--- config.mk ---
export PLATFORM = sky130hd
export DESIGN_NAME = rotated_pixel_writer_unit
export DESIGN_NICKNAME = d
export VERILOG_FILES = /design/src/hdl/rpw_pkg.sv /design/src/hdl/rpw_scale.sv /design/src/hdl/rotated_pixel_writer_unit.sv
export SDC_FILE = /design/constraint.sdc
export NUM_CORES = 2
export LEC_CHECK = 0
export BUFFER_PORTS_ARGS = -buffer_cell sky130_fd_sc_hd__buf_2
export CAP_MARGIN = 20
export CORE_ASPECT_RATIO = 0.75
export CORE_MARGIN = 5
export CORE_UTILIZATION = 40
export DETAILED_ROUTE_END_ITERATION = 8
export SYNTH_ARGS = -nofsm -noshare
export SYNTH_HDL_FRONTEND = slang
export SYNTH_HIERARCHICAL = 1
export SYNTH_SLANG_ARGS = --single-unit
export TNS_END_PERCENT = 5
--- constraint.sdc ---
create_clock -name aclk -period 32.1 [get_ports aclk]
set_input_delay 8.025 -clock aclk [delete_from_list [all_inputs] [get_ports aclk]]
set_output_delay 8.025 -clock aclk [all_outputs]
set_load 0.03 [all_outputs]
--- src/hdl/rpw_pkg.sv ---
// Shared types and constants for the rotated pixel writer.
`default_nettype none

package rpw_pkg;

    localparam int ROT_W   = 2;
    localparam int DIM_W   = 13;
    localparam int LINE_W  = 15;
    localparam int BPP_W   = 7;
    localparam int FMT_W   = 11;
    localparam int COORD_W = 16;
    localparam int COLOR_W = 24;
    localparam int STAT_W  = 2;
    localparam int OFFS_W  = 26;
    localparam int DATA_W  = 32;
    localparam int CNT_W   = 3;
    localparam int IDX_W   = 3;
    localparam int CFG_W   = 15;

    localparam int ROW_W   = DIM_W + LINE_W;   // py * line_bytes
    localparam int COL_W   = DIM_W + CNT_W;    // px * bytes
    localparam int SUM_W   = ROW_W + 1;

    localparam int IN_TDATA_W  = 56;
    localparam int OUT_TDATA_W = 64;

    // Exact n/255 for any 32-bit n: (n * RECIP_255) >> 39
    localparam logic [31:0] RECIP_255 = 32'h8080_8081;
    localparam int          RECIP_SH  = 39;
    localparam int          QUOT_W    = 64 - RECIP_SH;

    localparam logic [31:0] ROUND_ADD = 32'd127;

    typedef enum logic [ROT_W-1:0] {
        ROT_0   = 2'd0,
        ROT_90  = 2'd1,
        ROT_180 = 2'd2,
        ROT_270 = 2'd3
    } rot_t;

    typedef enum logic [STAT_W-1:0] {
        ST_WRITTEN = 2'd0,
        ST_CLIPPED = 2'd1,
        ST_DEPTH   = 2'd2,
        ST_BEYOND  = 2'd3
    } status_t;

    typedef enum logic [IDX_W-1:0] {
        REG_ROTATION    = 3'd0,
        REG_PHYS_WIDTH  = 3'd1,
        REG_PHYS_HEIGHT = 3'd2,
        REG_LINE_BYTES  = 3'd3,
        REG_PIXEL_BITS  = 3'd4,
        REG_RED_FORMAT  = 3'd5,
        REG_GREEN_FMT   = 3'd6,
        REG_BLUE_FORMAT = 3'd7
    } cfg_index_t;

endpackage

`default_nettype wire

--- src/hdl/rpw_scale.sv ---
// Scales one 8-bit colour component to its field length and offset (two stages).
`default_nettype none

module rpw_scale (
    input  wire logic                          aclk,
    input  wire logic                          en,
    input  wire logic [7:0]                    comp,
    input  wire logic [rpw_pkg::FMT_W-1:0]     fmt,
    output logic      [rpw_pkg::DATA_W-1:0]    field
);

    logic [5:0]                     len;
    logic [31:0]                    prod;
    logic [31:0]                    num_next;
    logic [31:0]                    num_reg;
    logic [4:0]                     off_s2_reg;
    logic [63:0]                    recip_mul;
    logic [rpw_pkg::QUOT_W-1:0]     quot_reg;
    logic [4:0]                     off_s3_reg;

    assign len = fmt[5:0];

    // v * (2^len - 1) wrapped at 32 bits is (v << len) - v; len >= 32 leaves -v
    always_comb begin
        if (len >= 6'd32) begin
            prod = 32'd0 - 32'(comp);
        end else begin
            prod = (32'(comp) << len[4:0]) - 32'(comp);
        end
        num_next = prod + rpw_pkg::ROUND_ADD;
    end

    always_ff @(posedge aclk) begin
        if (en) begin
            num_reg    <= num_next;
            off_s2_reg <= fmt[10:6];
        end
    end

    assign recip_mul = 64'(num_reg) * 64'(rpw_pkg::RECIP_255);

    always_ff @(posedge aclk) begin
        if (en) begin
            quot_reg   <= recip_mul[63:rpw_pkg::RECIP_SH];
            off_s3_reg <= off_s2_reg;
        end
    end

    assign field = rpw_pkg::DATA_W'(quot_reg) << off_s3_reg;

endmodule

`default_nettype wire

--- src/hdl/rotated_pixel_writer_unit.sv ---
// Top level: clip, rotate, scale and pack one pixel write per item.
//
//  channel   dir  handshake            payload
//  s_        in   s_tvalid/s_tready    x_pos, y_pos, color
//  m_        out  m_tvalid/m_tready    status, byte_offset, write_data, byte_count
//  cfg_      in   cfg_wr_en            cfg_index, cfg_wdata
//
// One item per cycle. Four register stages: input register, clip/map stage,
// multiplier stage (row offset, store size, reciprocal divide by 255), then
// the offset add, bound compare and packing into the result register.
// aresetn clears the valid bits and loads the register defaults; s_tready is
// low while it is held.
// A stalled result holds the whole pipeline; s_tready follows that stall.
`default_nettype none

module rotated_pixel_writer_unit #(
    parameter int MAX_DIM        = 4096,
    parameter int MAX_LINE_BYTES = 16384
) (
    input  wire logic                               aclk,
    input  wire logic                               aresetn,
    input  wire logic                               s_tvalid,
    output logic                                    s_tready,
    // [15:0] x_pos, [31:16] y_pos, [55:32] color
    input  wire logic [rpw_pkg::IN_TDATA_W-1:0]     s_tdata,
    output logic                                    m_tvalid,
    input  wire logic                               m_tready,
    // [1:0] status, [27:2] byte_offset, [59:28] write_data, [62:60] byte_count
    output logic      [rpw_pkg::OUT_TDATA_W-1:0]    m_tdata,
    input  wire logic                               cfg_wr_en,
    input  wire logic [rpw_pkg::IDX_W-1:0]          cfg_index,
    input  wire logic [rpw_pkg::CFG_W-1:0]          cfg_wdata
);

    localparam int DIM_W  = rpw_pkg::DIM_W;
    localparam int LINE_W = rpw_pkg::LINE_W;

    // configuration
    rpw_pkg::rot_t                  rotation_reg;
    logic [DIM_W-1:0]               phys_width_reg;
    logic [DIM_W-1:0]               phys_height_reg;
    logic [LINE_W-1:0]              line_bytes_reg;
    logic [rpw_pkg::BPP_W-1:0]      pixel_bits_reg;
    logic [rpw_pkg::FMT_W-1:0]      red_fmt_reg;
    logic [rpw_pkg::FMT_W-1:0]      green_fmt_reg;
    logic [rpw_pkg::FMT_W-1:0]      blue_fmt_reg;

    always_ff @(posedge aclk) begin
        if (!aresetn) begin
            rotation_reg    <= rpw_pkg::ROT_0;
            phys_width_reg  <= DIM_W'(640);
            phys_height_reg <= DIM_W'(480);
            line_bytes_reg  <= LINE_W'(2560);
            pixel_bits_reg  <= rpw_pkg::BPP_W'(32);
            red_fmt_reg     <= rpw_pkg::FMT_W'(1032);
            green_fmt_reg   <= rpw_pkg::FMT_W'(520);
            blue_fmt_reg    <= rpw_pkg::FMT_W'(8);
        end else if (cfg_wr_en) begin
            case (rpw_pkg::cfg_index_t'(cfg_index))
                rpw_pkg::REG_ROTATION: begin
                    rotation_reg <= rpw_pkg::rot_t'(cfg_wdata[1:0]);
                end
                rpw_pkg::REG_PHYS_WIDTH: begin
                    phys_width_reg <= (32'(cfg_wdata[DIM_W-1:0]) > 32'(MAX_DIM)) ?
                                      DIM_W'(MAX_DIM) : cfg_wdata[DIM_W-1:0];
                end
                rpw_pkg::REG_PHYS_HEIGHT: begin
                    phys_height_reg <= (32'(cfg_wdata[DIM_W-1:0]) > 32'(MAX_DIM)) ?
                                       DIM_W'(MAX_DIM) : cfg_wdata[DIM_W-1:0];
                end
                rpw_pkg::REG_LINE_BYTES: begin
                    line_bytes_reg <= (32'(cfg_wdata) > 32'(MAX_LINE_BYTES)) ?
                                      LINE_W'(MAX_LINE_BYTES) : cfg_wdata;
                end
                rpw_pkg::REG_PIXEL_BITS: begin
                    pixel_bits_reg <= cfg_wdata[rpw_pkg::BPP_W-1:0];
                end
                rpw_pkg::REG_RED_FORMAT: begin
                    red_fmt_reg <= cfg_wdata[rpw_pkg::FMT_W-1:0];
                end
                rpw_pkg::REG_GREEN_FMT: begin
                    green_fmt_reg <= cfg_wdata[rpw_pkg::FMT_W-1:0];
                end
                rpw_pkg::REG_BLUE_FORMAT: begin
                    blue_fmt_reg <= cfg_wdata[rpw_pkg::FMT_W-1:0];
                end
                default: begin
                end
            endcase
        end
    end

    // pipeline control: everything moves unless the result is held
    logic v1_reg, v2_reg, v3_reg, v4_reg;
    logic en;

    assign en       = !v4_reg || m_tready;
    assign s_tready = en && aresetn;
    assign m_tvalid = v4_reg;

    always_ff @(posedge aclk) begin
        if (!aresetn) begin
            v1_reg <= 1'b0;
            v2_reg <= 1'b0;
            v3_reg <= 1'b0;
            v4_reg <= 1'b0;
        end else if (en) begin
            v1_reg <= s_tvalid;
            v2_reg <= v1_reg;
            v3_reg <= v2_reg;
            v4_reg <= v3_reg;
        end
    end

    // stage 1: input register
    logic [rpw_pkg::COORD_W-1:0]    x_reg;
    logic [rpw_pkg::COORD_W-1:0]    y_reg;
    logic [rpw_pkg::COLOR_W-1:0]    color_reg;

    always_ff @(posedge aclk) begin
        if (en) begin
            x_reg     <= s_tdata[15:0];
            y_reg     <= s_tdata[31:16];
            color_reg <= s_tdata[55:32];
        end
    end

    // clip against the logical size and map to physical coordinates
    logic                   swap;
    logic [DIM_W-1:0]       lw;
    logic [DIM_W-1:0]       lh;
    logic                   clipped;
    logic [DIM_W-1:0]       xs;
    logic [DIM_W-1:0]       ys;
    logic [DIM_W-1:0]       px;
    logic [DIM_W-1:0]       py;
    logic [7:0]             bits_sum;
    logic [4:0]             bytes_full;
    rpw_pkg::status_t       status_s1;

    always_comb begin
        swap = (rotation_reg == rpw_pkg::ROT_90) || (rotation_reg == rpw_pkg::ROT_270);
        lw   = swap ? phys_height_reg : phys_width_reg;
        lh   = swap ? phys_width_reg : phys_height_reg;
        clipped = x_reg[15] || y_reg[15] ||
                  (x_reg[14:0] >= 15'(lw)) || (y_reg[14:0] >= 15'(lh));
        xs = x_reg[DIM_W-1:0];
        ys = y_reg[DIM_W-1:0];
        case (rotation_reg)
            rpw_pkg::ROT_90: begin
                px = phys_width_reg - DIM_W'(1) - ys;
                py = xs;
            end
            rpw_pkg::ROT_180: begin
                px = phys_width_reg - DIM_W'(1) - xs;
                py = phys_height_reg - DIM_W'(1) - ys;
            end
            rpw_pkg::ROT_270: begin
                px = ys;
                py = lw - DIM_W'(1) - xs;
            end
            default: begin
                px = xs;
                py = ys;
            end
        endcase
        bits_sum   = 8'(pixel_bits_reg) + 8'd7;
        bytes_full = bits_sum[7:3];
        if (clipped) begin
            status_s1 = rpw_pkg::ST_CLIPPED;
        end else if (bytes_full == 5'd0 || bytes_full > 5'd4) begin
            status_s1 = rpw_pkg::ST_DEPTH;
        end else begin
            status_s1 = rpw_pkg::ST_WRITTEN;
        end
    end

    // stage 2
    rpw_pkg::status_t               status_s2_reg;
    logic [DIM_W-1:0]               px_reg;
    logic [DIM_W-1:0]               py_reg;
    logic [rpw_pkg::CNT_W-1:0]      bytes_s2_reg;

    always_ff @(posedge aclk) begin
        if (en) begin
            status_s2_reg <= status_s1;
            px_reg        <= px;
            py_reg        <= py;
            bytes_s2_reg  <= bytes_full[rpw_pkg::CNT_W-1:0];
        end
    end

    // stage 3: products registered
    rpw_pkg::status_t               status_s3_reg;
    logic [rpw_pkg::ROW_W-1:0]      row_off_reg;
    logic [rpw_pkg::COL_W-1:0]      col_off_reg;
    logic [rpw_pkg::ROW_W-1:0]      store_reg;
    logic [rpw_pkg::CNT_W-1:0]      bytes_s3_reg;

    always_ff @(posedge aclk) begin
        if (en) begin
            status_s3_reg <= status_s2_reg;
            row_off_reg   <= rpw_pkg::ROW_W'(py_reg) * rpw_pkg::ROW_W'(line_bytes_reg);
            col_off_reg   <= rpw_pkg::COL_W'(px_reg) * rpw_pkg::COL_W'(bytes_s2_reg);
            store_reg     <= rpw_pkg::ROW_W'(line_bytes_reg) *
                             rpw_pkg::ROW_W'(phys_height_reg);
            bytes_s3_reg  <= bytes_s2_reg;
        end
    end

    logic [rpw_pkg::DATA_W-1:0] red_field;
    logic [rpw_pkg::DATA_W-1:0] green_field;
    logic [rpw_pkg::DATA_W-1:0] blue_field;

    rpw_scale u_scale_red (
        .aclk  (aclk),
        .en    (en),
        .comp  (color_reg[23:16]),
        .fmt   (red_fmt_reg),
        .field (red_field)
    );

    rpw_scale u_scale_green (
        .aclk  (aclk),
        .en    (en),
        .comp  (color_reg[15:8]),
        .fmt   (green_fmt_reg),
        .field (green_field)
    );

    rpw_scale u_scale_blue (
        .aclk  (aclk),
        .en    (en),
        .comp  (color_reg[7:0]),
        .fmt   (blue_fmt_reg),
        .field (blue_field)
    );

    // final stage: offset, bound check, pack
    logic [rpw_pkg::SUM_W-1:0]      offset;
    logic [rpw_pkg::SUM_W-1:0]      end_off;
    logic [rpw_pkg::DATA_W-1:0]     packed_data;
    logic [rpw_pkg::DATA_W-1:0]     byte_mask;
    rpw_pkg::status_t               status_next;
    logic [rpw_pkg::OFFS_W-1:0]     offset_next;
    logic [rpw_pkg::DATA_W-1:0]     data_next;
    logic [rpw_pkg::CNT_W-1:0]      count_next;

    always_comb begin
        offset  = rpw_pkg::SUM_W'(row_off_reg) + rpw_pkg::SUM_W'(col_off_reg);
        end_off = offset + rpw_pkg::SUM_W'(bytes_s3_reg);
        case (bytes_s3_reg)
            3'd1:    byte_mask = 32'h0000_00FF;
            3'd2:    byte_mask = 32'h0000_FFFF;
            3'd3:    byte_mask = 32'h00FF_FFFF;
            default: byte_mask = 32'hFFFF_FFFF;
        endcase
        packed_data = (red_field | green_field | blue_field) & byte_mask;
        status_next = status_s3_reg;
        if (status_s3_reg == rpw_pkg::ST_WRITTEN &&
            end_off > rpw_pkg::SUM_W'(store_reg)) begin
            status_next = rpw_pkg::ST_BEYOND;
        end
        if (status_next == rpw_pkg::ST_WRITTEN) begin
            offset_next = offset[rpw_pkg::OFFS_W-1:0];
            data_next   = packed_data;
            count_next  = bytes_s3_reg;
        end else begin
            offset_next = '0;
            data_next   = '0;
            count_next  = '0;
        end
    end

    rpw_pkg::status_t               status_reg;
    logic [rpw_pkg::OFFS_W-1:0]     offset_reg;
    logic [rpw_pkg::DATA_W-1:0]     data_reg;
    logic [rpw_pkg::CNT_W-1:0]      count_reg;

    always_ff @(posedge aclk) begin
        if (en) begin
            status_reg <= status_next;
            offset_reg <= offset_next;
            data_reg   <= data_next;
            count_reg  <= count_next;
        end
    end

    assign m_tdata = {1'b0, count_reg, data_reg, offset_reg, status_reg};

endmodule

`default_nettype wire

## After elaboration in Yosys (flattened, before gate mapping)

Index checks and enable logic that the tools add are counted.

| storage, ports and cells | value |
|---|---|
| output and inout port bits | 66 |
| input port bits | 79 |
| register bits after elaboration | 515 |
| logic and storage cells | 129 |

| cells by class | value |
|---|---|
| magnitude comparators | 9 |
| equal/unequal tests | 13 |
| shifts and indexed selects | 6 |
| reduce and logical (&&, ||, !) cells | 21 |
| bitwise operators | 3 |
| $add $sub $neg | 19 |
| muxes and demuxes | 12 |
| multipliers | 6 |

Operators by type and width:

| cell | count |
|---|---|
| 32-bit by 32-bit multiplier with 64-bit output, second input constant | 3 |
| 32-bit by 7-bit adder with 32-bit output, second input constant | 3 |
| 32-bit two-way mux | 3 |
| 32-bit case mux with 3 select lines | 1 |
| 25-bit by 5-bit << shifter with 32-bit output | 3 |
| 8-bit by 5-bit << shifter with 32-bit output | 3 |
| 32-bit by 8-bit subtractor with 32-bit output | 3 |
| 13-bit case mux with 3 select lines | 2 |
| 32-bit OR | 2 |
| 13-bit subtractor | 4 |
| 13-bit two-way mux | 3 |
| 13-bit by 1-bit subtractor with 13-bit output, second input constant | 3 |
| 32-bit bitwise AND | 1 |
| 15-bit by 13-bit greater-or-equal comparator with 1-bit output | 2 |
| 28-bit by 16-bit adder with 29-bit output | 1 |
| 29-bit by 3-bit adder with 29-bit output | 1 |
| 29-bit by 28-bit greater-than comparator with 1-bit output | 1 |
| 13-bit by 15-bit multiplier with 28-bit output | 1 |
| 15-bit by 13-bit multiplier with 28-bit output | 1 |
| 1-bit by 8-bit subtractor with 9-bit output, first input constant | 3 |
| 6-bit greater-or-equal comparator, second input constant | 3 |
| 13-bit by 3-bit multiplier with 16-bit output | 1 |
| 2-bit AND reduction | 8 |
| 15-bit greater-than comparator, second input constant | 1 |
| 16 further kinds | 32 |

## Logic depth before layout (Yosys ltp)

| logic depth | value |
|---|---|
| depth after elaboration | 6 |
| depth in mapped cells | 24 |
| mapped depth without buffers | 23 |

## Hierarchy

Netlist, hierarchy kept.

Modules (own cells, without submodules):

| module | sequential area each (µm²) | cells each | instances | area each (µm²) |
|---|---|---|---|---|
| rotated_pixel_writer_unit | 8558.2 | 3090 | 1 | 29933.7 |
| rpw_scale at u_scale_blue | 2011.9 | 1390 | 1 | 12831.1 |
| rpw_scale at u_scale_red | 2011.9 | 1390 | 1 | 12579.6 |
| rpw_scale at u_scale_green | 2011.9 | 1366 | 1 | 12398.1 |

## Worst setup path after synthesis

No wires, ideal clock.

| timing path | value |
|---|---|
| path type | input to output |
| start | input port m_tready |
| end | output port s_tready |
| arrival time | 21.063 ns |
| slack | 3.012 ns |
| stages on the path | 3 |
| path buffers | 1 |
| path through | nand2b_1 clkbuf_1 and2_1 |

| between the ends | value |
|---|---|
| word-level cells in the longest chain between the ends | 2 |

Ends and longest elaborated chain:

| element | line | text |
|---|---|---|
| start, declared | rotated_pixel_writer_unit.sv:27 | `input wire logic m_tready,` |
| 1-bit logical OR | rotated_pixel_writer_unit.sv:97 | `assign en = !v4_reg \|\| m_tready;` |
| net en | rotated_pixel_writer_unit.sv:95 | `logic en;` |
| 1-bit logical AND | rotated_pixel_writer_unit.sv:98 | `assign s_tready = en && aresetn;` |
| end, declared | rotated_pixel_writer_unit.sv:23 | `output logic s_tready,` |

The timed path passes the listed nets, and every way through them passes these cells.

## Final worst setup path

| timing path | value |
|---|---|
| start | input port aresetn |
| end | output port s_tready |

| between the ends | value |
|---|---|
| word-level cells in the longest chain between the ends | 1 |

Ends and longest elaborated chain:

| element | line | text |
|---|---|---|
| start, declared | rotated_pixel_writer_unit.sv:21 | `input wire logic aresetn,` |
| 1-bit logical AND | rotated_pixel_writer_unit.sv:98 |  |

Every way passes these cells.

==> reports/metrics.cfg <==
[outcome]
run_status=completed

[power]
switching_share_pct=42.3
p_leak_uw=0.0355
seq_power_share_pct=26.5
p_clk_share_pct=21.3
vdd_drop_max_mv=0.0523
power_uw=3470
power_frac_comb_pct=52.2
internal_power_uw=2000
p_per_area_nw_per_um2=47.8
switchingPower_uw=1470

[critical_path]
cp-end-kind=output pin
crit_type=input pin to output pin
startpoint=aresetn
slowest_delay_ns=0.57
critical_path.cell_chain=buf_2, buf_4, and2_1, buf_2
worstPathMaxFanout=88
worst_ep_arrival_time_ns=9.47
critPathRequiredTime_ns=24.07
worstSetupEndpoint=s_tready
r2r_slack_ns=24.39
r2r_end=data_reg[7]
crit_top_cell=buf_2
cp_slowest_cell=buf_4
r2r_cells=21
startpoint_type=input pin
r2r-start=col_off_reg[0]

[yosys]
synth_edf_count=428
ys_ff_latch=515
synth_flop_cell=edfxtp_1
syn_avg_cell_area_sq_um=9.36
syn_area_sq_um=67700
ys_seq_area_share_pct=21.5
async_flop_share_pct=0
yosysWarnings=6
syn_nets=8861
synth.largest_area_cell=ha_1
synth_cell_types=154
synthCells=7236
ys_top_cells_by_area=ha_1 20%, edfxtp_1 19%, fa_1 13%
synth_top_cell_area_share_pct=20.3

[cells_and_area]
multi_input_area_sq_um=48400
final_area_sq_um=72500
nets=8841
mostFrequentLayoutCells=1,098 x ha_1, 873 x inv_1, 729 x nand2_1
areaGrowthSynthToFinish_pct=7.05
layout_commonest_cell=ha_1
final_util_pct=43.2
layout-drive-gt1-share_pct=7.66
nFillCells=16357
ff_latch_area_sq_um=14600

[timing]
fin_crit_ns=17.49
hold_violations=0
relSlewSlack_pct=20.3
setup_viol=0
finalCritPeriodShare_pct=54.5
tns_ns=0
finClkSkew_ns=0.0428
drv_slew=0
rsz0062_at_grt=false
fmax_mhz=57.2
worst_slew_pin_slew_ns=1.19

[clocking]
cts_hold_buf=0
clk_pin_slew_ns=0.06
clock_path_buffers=3
ctsResizeCount=0
cts.htree.levels=2
post_cts.repair.setup_buffers=0
cts_tree=built
root_buffer=clkbuf_16
cts_buffers=61
clock-sinks=515
clk_latency_ns=0.71

[place]
dpl.hpwl_microns=149000
placed_area_sq_um=70400
io_buffers=143
gp_congestion=0.926

[drt]
wirelength_microns=186000
viasPerCell=5.54
drc=0
ant_nets=0
dr.pass1.iters=6
dr_total_vias=52767
wl_per_cell_microns=19.5
first_iter_violations=4085

[die]
io_pins=145
num_rows=130
die_w_microns=485
dieHeight_microns=366
die_area_sq_um=178000
core_sq_um=168000
initial_core_util_pct=40.4

[global_routing]
top_usage_layer=met1
gr-usage-met3_pct=3.11
grt_max_degree=89
gr-total-overflow=0
grt_pass1_vias=51323
antenna_found_initial=27
use_met2_pct=29.9
globalRouteTotalUtil_pct=20.4
grt_pass1_wl_microns=293000
met1_usage_pct=31.2

[run]
max_cap_viol_count=0

[hold_path]
min_path_type=flip-flop to flip-flop

[layout make-up]
type | instances | area share (%)
Timing Repair Buffer | 211 | 1.69
Antenna cell | 12 | 0.0414
Inverter | 882 | 4.57
Sequential cell | 515 | 20.1
Multi-Input combinational cell | 5545 | 66.8
Tap cell | 2244 | 3.87
Clock buffer | 80 | 2.38
Clock inverter | 35 | 0.540
[power by group through the flow]
stage          Clock [uW]  Combinational, uW  Sequential [uW]
6_report              738               1810              919
5_1_grt               791               2080              929
4_1_cts               762               1810              920
3_5_place_dp            0               1780              932
3_3_place_gp            0               1750              932
2_1_floorplan           0               1340              878
[cell families (layout without fill, tap and decap cells)]
logic type,after synthesis,count (layout),share of synthesized area (%)
compound gates,1324,1324,13.8
xor+xnor,322,322,4.16
fa+ha+maj,1546,1546,33.5
buf+inv,1176,1208,6.99
flops,515,515,21.5
mux,250,250,4.47
other cells,1,13,0.00554
simple gates,2102,2102,15.6
[through the flow]
stage / std cells / hold slack, ns / setup slack [ns]
floorplan: 7236 / 0.400 / 3.01
global placement: 9396 / 0.405 / 14.54
detailed placement: 9397 / 0.405 / 14.58
CTS: 9512 / 0.420 / 14.58
global route: 9520 / 0.422 / 14.56
finish: 9524 / 0.397 / 14.61
[synthesized netlist by cell type, drive strengths merged, types with 25 or more instances]
cell	instances
fa	447
ha	1099
or3	31
o21ai	243
and2	227
mux2	58
clkbuf	214
a221oi	41
a21o	122
o22ai	40
a21boi	66
buf	79
nor2	382
a211oi	69
nor4	39
nand2b	66
dfxtp	87
nor2b	98
o31ai	26
a21oi	290
nand4	69
mux4	34
nor3b	25
a31oi	43
inv	878
mux2i	158
or2	28
o21a	58
nor3	166
o211ai	40
xnor2	212
and3	39
nand2	729
o21bai	27
nand3	116
o311a	30
xor2	110
edfxtp	428
[worst min-delay path by stage]
stage,start,endpoint,slack [ns],depth (start not counted)
floorplan,status_s2_reg[0],status_s3_reg[0],0.40,0
global placement,u_scale_red/off_s2_reg[1],u_scale_red/off_s3_reg[1],0.41,0
detailed placement,u_scale_red/off_s2_reg[1],u_scale_red/off_s3_reg[1],0.40,0
CTS,u_scale_red/off_s2_reg[1],u_scale_red/off_s3_reg[1],0.42,0
global route,u_scale_red/off_s2_reg[1],u_scale_red/off_s3_reg[1],0.42,0
finish,u_scale_green/off_s2_reg[3],u_scale_green/off_s3_reg[3],0.40,0
[metal layers]
layer / routed length (microns) / vias up
met5: 27 / -
met3: 12700 / 190
met2: 76900 / 1522
met1: 91700 / 25664
li1: - / 25387
met4: 4350 / 4
[critical path: cells and delay by family]
kind | cells | cell delay, ns
simple gates | 1 | 0.46
buf+inv | 3 | 0.92
(Power assumes the default switching activity.)
